### config.mk
export PLATFORM = sky130hd
export DESIGN_NAME = button_click_event_detector
export DESIGN_NICKNAME = d
export VERILOG_FILES = /design/src/hw/rtl/bce_pkg.sv /design/src/hw/rtl/bce_regs.sv /design/src/hw/rtl/bce_core.sv /design/src/hw/rtl/button_click_event_detector.sv
export SDC_FILE = /design/constraint.sdc
export NUM_CORES = 1
export LEC_CHECK = 0
export ABC_AREA = 1
export BUFFER_PORTS_ARGS = -buffer_cell sky130_fd_sc_hd__buf_2
export CAP_MARGIN = 20
export CORE_MARGIN = 2
export CORE_UTILIZATION = 35
export CTS_CLUSTER_DIAMETER = 50
export DETAILED_ROUTE_END_ITERATION = 12
export PLACE_DENSITY = 0.64
export SYNTH_ARGS = -nofsm -noshare
export SYNTH_HDL_FRONTEND = slang
export SYNTH_HIERARCHICAL = 1
export SYNTH_SLANG_ARGS = --single-unit
### constraint.sdc
create_clock -name clk -period 4.21 [get_ports clk]
set_input_delay 0.6315 -clock clk [delete_from_list [all_inputs] [get_ports clk]]
set_output_delay 0.6315 -clock clk [all_outputs]
set_load 0.005 [all_outputs]
### src/hw/rtl/bce_pkg.sv
// ----------------------------------------------------------------------------
// bce_pkg
// shared types and constants for the button click event detector
// ----------------------------------------------------------------------------
package bce_pkg;

	localparam int unsigned TIME_W = 32;
	localparam int unsigned THR_W = 16;
	localparam int unsigned CNT_W = 2;
	localparam int unsigned PADDR_W = 4;
	localparam int unsigned PDATA_W = 32;

	localparam logic [CNT_W-1:0] CLICKS_FOR_DOUBLE = CNT_W'(2);

	localparam logic [THR_W-1:0] BOUNCE_RST = THR_W'(50);
	localparam logic [THR_W-1:0] DOUBLE_CLICK_RST = THR_W'(300);
	localparam logic [THR_W-1:0] INACTIVITY_RST = THR_W'(5000);
	localparam logic [THR_W-1:0] HOLD_RST = THR_W'(1000);

	// register index, taken from paddr[3:2]
	typedef enum logic [1:0] {
		REG_BOUNCE = 2'd0,
		REG_DOUBLE_CLICK = 2'd1,
		REG_INACTIVITY = 2'd2,
		REG_HOLD = 2'd3
	} reg_idx_t;

	typedef struct packed {
		logic [THR_W-1:0] bounce_ms;
		logic [THR_W-1:0] double_click_ms;
		logic [THR_W-1:0] inactivity_ms;
		logic [THR_W-1:0] hold_ms;
	} cfg_t;

	typedef struct packed {
		logic press;
		logic click;
		logic double_click;
		logic inactive;
		logic held;
	} evt_t;

endpackage

### src/hw/rtl/bce_regs.sv
// ----------------------------------------------------------------------------
// bce_regs
// apb register file holding the four threshold registers
// ----------------------------------------------------------------------------
module bce_regs
	import bce_pkg::*;
(
	input  logic               clk,
	input  logic               arst_n,
	input  logic               psel,
	input  logic               penable,
	input  logic               pwrite,
	input  logic [PADDR_W-1:0] paddr,
	input  logic [PDATA_W-1:0] pwdata,
	output logic [PDATA_W-1:0] prdata,
	output logic               pready,
	output cfg_t               cfg
);

	cfg_t     cfg_q;
	reg_idx_t idx;
	logic     wr_en;

	assign idx    = reg_idx_t'(paddr[3:2]);
	assign pready = 1'b1;
	assign wr_en  = psel && penable && pwrite;
	assign cfg    = cfg_q;

	always_ff @(posedge clk or negedge arst_n) begin
		if (!arst_n) begin
			cfg_q.bounce_ms       <= BOUNCE_RST;
			cfg_q.double_click_ms <= DOUBLE_CLICK_RST;
			cfg_q.inactivity_ms   <= INACTIVITY_RST;
			cfg_q.hold_ms         <= HOLD_RST;
		end else if (wr_en) begin
			case (idx)
				REG_BOUNCE:       cfg_q.bounce_ms       <= pwdata[THR_W-1:0];
				REG_DOUBLE_CLICK: cfg_q.double_click_ms <= pwdata[THR_W-1:0];
				REG_INACTIVITY:   cfg_q.inactivity_ms   <= pwdata[THR_W-1:0];
				REG_HOLD:         cfg_q.hold_ms         <= pwdata[THR_W-1:0];
				default: ;
			endcase
		end
	end

	always_comb begin
		prdata = '0;
		case (idx)
			REG_BOUNCE:       prdata = PDATA_W'(cfg_q.bounce_ms);
			REG_DOUBLE_CLICK: prdata = PDATA_W'(cfg_q.double_click_ms);
			REG_INACTIVITY:   prdata = PDATA_W'(cfg_q.inactivity_ms);
			REG_HOLD:         prdata = PDATA_W'(cfg_q.hold_ms);
			default:          prdata = '0;
		endcase
	end

endmodule

### src/hw/rtl/bce_core.sv
// ----------------------------------------------------------------------------
// bce_core
// button state, threshold flags and event logic for one poll
// ----------------------------------------------------------------------------
module bce_core
	import bce_pkg::*;
(
	input  logic              clk,
	input  logic              arst_n,
	input  logic              step,
	input  logic [TIME_W-1:0] now_ms,
	input  logic              pin_level,
	input  cfg_t              cfg,
	output evt_t              evt
);

	logic              stable_level_q;
	logic [TIME_W-1:0] change_time_q;
	logic              change_seen_q;
	logic              bounce_flag_q;
	logic              window_flag_q;
	logic              idle_flag_q;
	logic              hold_flag_q;
	logic [CNT_W-1:0]  click_count_q;

	logic [TIME_W-1:0] elapsed;
	logic              changed;
	logic              level_nxt;
	logic              seen_nxt;
	logic              released;
	logic              b, w, i, h;
	logic [CNT_W-1:0]  cnt_win;
	logic [CNT_W-1:0]  cnt_inc;
	logic [CNT_W-1:0]  cnt_nxt;

	assign elapsed   = now_ms - change_time_q;
	assign changed   = pin_level != stable_level_q;
	assign level_nxt = pin_level;
	assign seen_nxt  = change_seen_q || changed;
	assign released  = level_nxt;

	assign b = elapsed > TIME_W'(cfg.bounce_ms);
	assign w = elapsed > TIME_W'(cfg.double_click_ms);
	assign i = elapsed > TIME_W'(cfg.inactivity_ms);
	assign h = elapsed > TIME_W'(cfg.hold_ms);

	// window edge is handled before the press count
	assign cnt_win = (w && !window_flag_q) ? '0 : click_count_q;
	assign cnt_inc = cnt_win + CNT_W'(1);

	always_comb begin
		evt              = '0;
		cnt_nxt          = cnt_win;
		evt.press        = b && !bounce_flag_q && !released;
		evt.click        = b && !bounce_flag_q && released && seen_nxt;
		evt.inactive     = i && !idle_flag_q && released && seen_nxt;
		evt.held         = h && !hold_flag_q && !released && seen_nxt;
		if (evt.press) begin
			if (cnt_inc == CLICKS_FOR_DOUBLE) begin
				cnt_nxt          = '0;
				evt.double_click = 1'b1;
			end else begin
				cnt_nxt = cnt_inc;
			end
		end
	end

	always_ff @(posedge clk or negedge arst_n) begin
		if (!arst_n) begin
			stable_level_q <= 1'b1;
			change_time_q  <= '0;
			change_seen_q  <= 1'b0;
			bounce_flag_q  <= 1'b0;
			window_flag_q  <= 1'b0;
			idle_flag_q    <= 1'b0;
			hold_flag_q    <= 1'b0;
			click_count_q  <= '0;
		end else if (step) begin
			stable_level_q <= level_nxt;
			if (changed) begin
				change_time_q <= now_ms;
			end
			change_seen_q <= seen_nxt;
			bounce_flag_q <= b;
			window_flag_q <= w;
			idle_flag_q   <= i;
			hold_flag_q   <= h;
			click_count_q <= cnt_nxt;
		end
	end

	a_double_has_press: assert property (@(posedge clk) disable iff (!arst_n)
		evt.double_click |-> evt.press)
		else $error("double click without press");

	a_press_click_excl: assert property (@(posedge clk) disable iff (!arst_n)
		step |-> (!(evt.press && evt.click) && !(evt.inactive && evt.held)))
		else $error("events for both levels in one poll");

	a_seen_sticky: assert property (@(posedge clk) disable iff (!arst_n)
		change_seen_q |=> change_seen_q)
		else $error("change seen flag cleared");

	a_count_below_double: assert property (@(posedge clk) disable iff (!arst_n)
		click_count_q != CLICKS_FOR_DOUBLE)
		else $error("click count left at double");

endmodule

### src/hw/rtl/button_click_event_detector.sv
// ----------------------------------------------------------------------------
// button_click_event_detector
// debounced press, click, double click, inactivity and hold detection
// ----------------------------------------------------------------------------
//
// channel   direction  handshake              payload
// in        input      in_valid / in_ready    now_ms[31:0], pin_level
// out       output     out_valid / out_ready  press, click, double_click,
//                                             inactive, held
// apb       input      psel, penable, pready  paddr[3:0], pwdata, prdata
//
// each poll passes through the input register and then the result register;
// one transfer per cycle sustained while the output is not stalled
// button state updates as the poll moves from the input to the result register
// a stalled output holds the result register; the input register still takes
// a transfer when the result moves on in the same cycle
// reset clears the button state and loads the threshold defaults
//
module button_click_event_detector
	import bce_pkg::*;
(
	input  logic               clk,
	input  logic               arst_n,
	// poll channel
	input  logic               in_valid,
	output logic               in_ready,
	input  logic [TIME_W-1:0]  now_ms,
	input  logic               pin_level,
	// event channel
	output logic               out_valid,
	input  logic               out_ready,
	output logic               press,
	output logic               click,
	output logic               double_click,
	output logic               inactive,
	output logic               held,
	// configuration
	input  logic               psel,
	input  logic               penable,
	input  logic               pwrite,
	input  logic [PADDR_W-1:0] paddr,
	input  logic [PDATA_W-1:0] pwdata,
	output logic [PDATA_W-1:0] prdata,
	output logic               pready
);

	cfg_t              cfg;
	evt_t              evt;

	// input register
	logic              v_s1;
	logic [TIME_W-1:0] now_s1;
	logic              pin_s1;

	// result register
	logic              v_s2;
	evt_t              evt_s2;

	logic              adv;
	logic              take;

	// poll moves on when the result register is free or being drained
	assign adv      = v_s1 && (!v_s2 || out_ready);
	assign in_ready = !v_s1 || adv;
	assign take     = in_valid && in_ready;

	bce_regs u_regs (
		.clk     (clk),
		.arst_n  (arst_n),
		.psel    (psel),
		.penable (penable),
		.pwrite  (pwrite),
		.paddr   (paddr),
		.pwdata  (pwdata),
		.prdata  (prdata),
		.pready  (pready),
		.cfg     (cfg)
	);

	bce_core u_core (
		.clk       (clk),
		.arst_n    (arst_n),
		.step      (adv),
		.now_ms    (now_s1),
		.pin_level (pin_s1),
		.cfg       (cfg),
		.evt       (evt)
	);

	// valid bits
	always_ff @(posedge clk or negedge arst_n) begin
		if (!arst_n) begin
			v_s1 <= 1'b0;
			v_s2 <= 1'b0;
		end else begin
			if (take) begin
				v_s1 <= 1'b1;
			end else if (adv) begin
				v_s1 <= 1'b0;
			end
			if (adv) begin
				v_s2 <= 1'b1;
			end else if (out_ready) begin
				v_s2 <= 1'b0;
			end
		end
	end

	// payload, no reset needed
	always_ff @(posedge clk) begin
		if (take) begin
			now_s1 <= now_ms;
			pin_s1 <= pin_level;
		end
		if (adv) begin
			evt_s2 <= evt;
		end
	end

	assign out_valid    = v_s2;
	assign press        = evt_s2.press;
	assign click        = evt_s2.click;
	assign double_click = evt_s2.double_click;
	assign inactive     = evt_s2.inactive;
	assign held         = evt_s2.held;

endmodule
Word-level counts from Yosys, hierarchy flattened
Index checks and enable logic that the tools add are counted.
{ "word_totals": {"ff_bits": 144, "input_bits": 76, "out_inout_bits": 40, "wordCells": 74} }
{ "op_classes": {"n_addsub": 2, "order_cmp": 4, "n_eq_ne": 5, "mux": 9, "reduce_logical": 33} }
{ "op_table": {"columns": ["op", "n"], "rows": [
  ["> comparator 32 x 16 -> 1 bit", 4],
  ["one-hot mux 32 bit (4 select lines)", 1],
  ["subtractor 32 bit", 1],
  ["logical AND 1 bit", 15],
  ["AND reduction 2 bit", 5],
  ["zero test 1 bit", 7],
  ["== test 2 bit, second input constant", 3],
  ["two-way mux 2 bit", 3],
  ["two-way mux 1 bit", 5],
  ["nonzero test 2 bit", 2],
  ["logical OR 1 bit", 3],
  ["adder 2 x 1 -> 2 bit, second input constant", 1],
  ["== test 2 x 1 -> 1 bit, second input constant", 1],
  ["zero test 2 bit", 1],
  ["!= test 1 bit", 1]
]} }

Logic depth before layout (Yosys ltp)
{ "logic_depth": {"ltp_word": 8, "depth_mapped": 23, "ltp_nobuf": 23} }

Hierarchy
Netlist, hierarchy kept.
{ "by_module_without_submodules": {"columns": ["mod", "instances", "cells_each", "area_each_um2", "seq_area_each_um2"], "rows": [
  ["bce_core", 1, 977, 5898.2, 1002.2],
  ["bce_regs", 1, 396, 3249.4, 1624.1],
  ["button_click_event_detector", 1, 50, 1236.2, 1191.1]
]} }

Worst setup path before layout
No wires, ideal clock.
{ "synth_path": {"path_kind": "reg2reg", "start": "reg now_s1[10]", "end": "reg evt_s2, in the netlist double_click (data pin)", "setup_ns": 0.253, "t_arrival_ns": 2.672, "t_required_ns": 3.957, "path_slack_ns": 1.285, "path_stages_with_launch": 20, "path_buffers": 0, "synth_period_minus_slack_ns": 2.925, "path_cell_list": "edfxtp_1 ha_1 nand2_2 nor2_4 inv_2 nor2_2 nand2_1 nand3_2 xor2_1 ha_1 a21oi_1 o21a_1 o21a_1 o21ai_0 o22ai_1 nand3_2 nand3_2 inv_2 nand2_2 nor2_1"} }
{ "synth_rtl": {"columns": ["item", "line", "source"], "rows": [
  ["from (decl)", "button_click_event_detector.sv:52", "logic [TIME_W-1:0] now_s1;"],
  ["from (signal assigned)", "button_click_event_detector.sv:112", "now_s1 <= now_ms;"],
  ["to (signal assigned)", "button_click_event_detector.sv:116", "evt_s2 <= evt;"],
  ["to (decl)", "button_click_event_detector.sv:57", "evt_t evt_s2;"]
]} }

==> results.py <==
metrics = {
    "place": {
        "hpwl_mm": 19.4,
        "gp_congestion": 0.861,
        "post-place-ws_ps": 369,
        "placed_area_sq_um": 11100,
        "portBuffers": 80,
    },
    "detailed_routing": {
        "vias_per_cell": 4.64,
        "ant_nets": 0,
        "route.detailed.drc": 0,
        "wl_mm": 26.2,
        "drtIter0Drc": 485,
        "num_vias": 8856,
        "wl_per_cell_um": 13.7,
        "drtPass1Iterations": 5,
    },
    "floorplan": {
        "ios": 116,
        "die_area_sq_um": 31100,
        "initial_core_util_pct": 35.3,
        "die_h_um": 176,
        "rows": 63,
        "die_w_um": 176,
        "core-area_sq_um": 29400,
    },
    "yosys": {
        "yosysTopAreaCellShare_pct": 21.0,
        "synth_area_per_cell_sq_um": 7.30,
        "synth_cell_types": 46,
        "yosys_warnings": 6,
        "synth-main-ff-cell": "dfrtp_1",
        "netlist_area_sq_um": 10400,
        "ys_ff_latch": 144,
        "yosys-top-cells-area": "dfrtp_1 (21%), nand2_1 (18%), ha_1 (11%)",
        "synth_top_area_cell": "dfrtp_1",
        "synth_edf_count": 38,
        "async_flop_share_pct": 73.6,
        "seq_area_frac_synth_pct": 36.8,
        "syn_inst": 1423,
    },
    "final_layout": {
        "final_core_util_pct": 39.6,
        "fillers": 3096,
        "num-nets-final": 1675,
        "mostFrequentLayoutCell": "nand2_1",
        "design_area_sq_um": 11600,
        "drive_above_1_share_pct": 13.9,
        "layout_common_cells": "nand2_1 (509), inv_1 (237), ha_1 (95), dfrtp_1 (87)",
        "area_growth_syn_to_layout_pct": 12.2,
    },
    "clocking": {
        "hold_buffers": 0,
        "clock_latency_ps": 430,
        "cts_tree": "yes",
        "cts.sinks": 144,
        "cts_buffer_depth": 2,
        "h-tree-depth": 4,
        "cts-resized-gates": 0,
        "postCtsSetupBuffers": 0,
        "cts-buffers-inserted": 17,
        "path_clk_slew_ps": 60,
        "root_buffer": "clkbuf_16",
    },
    "critical_path": {
        "crit_type": "reg2reg",
        "reg2reg_slack_ps": 300,
        "path_buf_inv": 3,
        "start_kind": "flop",
        "path_cells": "ha_1 -> fa_1 -> inv_1 -> nand2_1 -> nand3_1 -> nand2_1 -> nand2_1 -> xor2_1 -> buf_4 -> ha_1 -> nand2_1 -> nor4_1 -> nand2_1 -> o22ai_1 -> nand3_2 -> nand3_2 -> inv_2 -> nand2_2 -> nor2_1",
        "slowest_delay_ps": 600,
        "reg2reg_from": "u_core/change_time_q[0]",
        "cp-end-kind": "flop",
        "reg2reg_depth": 19,
        "crit_required_ps": 4400,
        "cp_slowest_cell": "nor4_1",
        "crit_fanout": 4,
        "crit_family": "simple AND/OR/NAND/NOR gates",
        "worst_ep_arrival_time_ps": 4100,
        "cp_common_cell": "nand2_1",
        "rr_endpoint": "double_click",
    },
    "power": {
        "p_leak_nw": 6.31,
        "peakVddDrop_mv": 0.345,
        "p_total_mw": 6.49,
        "power_density_nw_per_um2": 558,
    },
    "timing": {
        "rsz0062_at_grt": "no",
        "worst_pin_slew_ps": 830,
        "drv_slew": 0,
        "min_period_over_period_pct": 92.8,
        "hold_viol_final": 0,
        "skew_ps": 10.4,
        "finalSetupViolations": 0,
        "fin_tns_setup_ps": 0,
        "slew_headroom_pct": 44.7,
        "fin_ws_ps": 301,
        "max_freq_ghz": 0.256,
        "period_minus_slack_ps": 3910,
    },
    "global_routing": {
        "track_usage_pct": 17.2,
        "grt_pass1_vias": 8219,
        "grt_pass1_wl_mm": 41.9,
        "grt-ovfl-total": 0,
        "antenna_found_initial": 1,
        "grt_max_degree": 107,
    },
    "hold_path": {
        "holdCritPathClass": "in2async",
    },
    "status": {
        "outcome": "complete, no violations",
    },
    "run": {
        "cap_violations": 0,
    },
}
per-layer routing:
layer / up-vias / GRT usage, % / part of all wire (%)
met3: 36 / 2.65 / 4.2
li1: 4588 / - / -
met1: 4026 / 22.9 / 47
met2: 206 / 28.2 / 46
met5: - / 0 / 0
met4: 0 / 6.44 / 2.3
power breakdown:
part / internal, mW / leakage (nW) / switching [mW] / total (mW)
combinational: 1.21 / 4.44 / 2.00 / 3.20
sequential: 1.72 / 1.60 / 0.152 / 1.88
clock: 0.793 / 0.264 / 0.621 / 1.41
total: 3.72 / 6.31 / 2.77 / 6.49
sequential cells by signal, indices dropped and copies added, names as in the netlist, 2 cells and up:
signal,flops
u_regs/cfg,64
now_s1,32
u_core/change_time_q,32
u_core/click_count_q,2
kinds of logic (layout without fill, tap and decap cells):
logic type               count (synthesis)  in the layout  share of synthesized area [%]
buffers and inverters                  300            378                           12.4
multiplexers                             1              1                          0.108
AO/OA/AOI/OAI                          109            109                           5.84
flip-flops                             144            144                           36.8
other                                    2             18                         0.0723
XOR/XNOR                                16             16                           1.35
adder cells (fa/ha/maj)                 96             96                           11.6
AND/OR/NAND/NOR                        755            755                           31.8
how the worst max path moves through the flow:
stage | depth (start not counted) | slack, ps | start | to
after floorplan | 19 | 1280 | now_s1[10] | double_click
final | 19 | 300 | u_core/change_time_q[0] | double_click
after CTS | 19 | 340 | u_core/change_time_q[0] | double_click
after global routing | 19 | 90 | u_core/change_time_q[0] | double_click
after global placement | 19 | 460 | u_core/change_time_q[0] | double_click
after detailed placement | 20 | 370 | now_s1[0] | double_click
area by class of cell:
type                    instances  area, sq um  area share, %
diodes                          1         2.50         0.0215
clock buffers                  21          462           3.96
clock inverters                11         81.3          0.698
inverters                     257          975           8.37
multi-input cells             994         5340           45.8
flip-flops and latches        144         3820           32.8
well taps                     390          488           4.19
repair buffers                 89          483           4.15
Yosys cell counts (all sizes together), types with 12 or more instances:
| master | instances |
|---|---|
| nor2 | 93 |
| nand4 | 30 |
| dfstp | 19 |
| o21ai | 12 |
| edfxtp | 38 |
| nand2 | 532 |
| a21oi | 78 |
| ha | 95 |
| buf | 36 |
| inv | 255 |
| dfrtp | 87 |
| nand3 | 87 |
| xor2 | 15 |
through the flow:
stage          hold WS, ps  std cells
2_1_floorplan          336       1438
3_3_place_gp           454       1874
3_5_place_dp           460       1874
4_1_cts                297       1906
5_1_grt                321       1906
6_report               282       1907
Power figures use the tool's default switching activity.
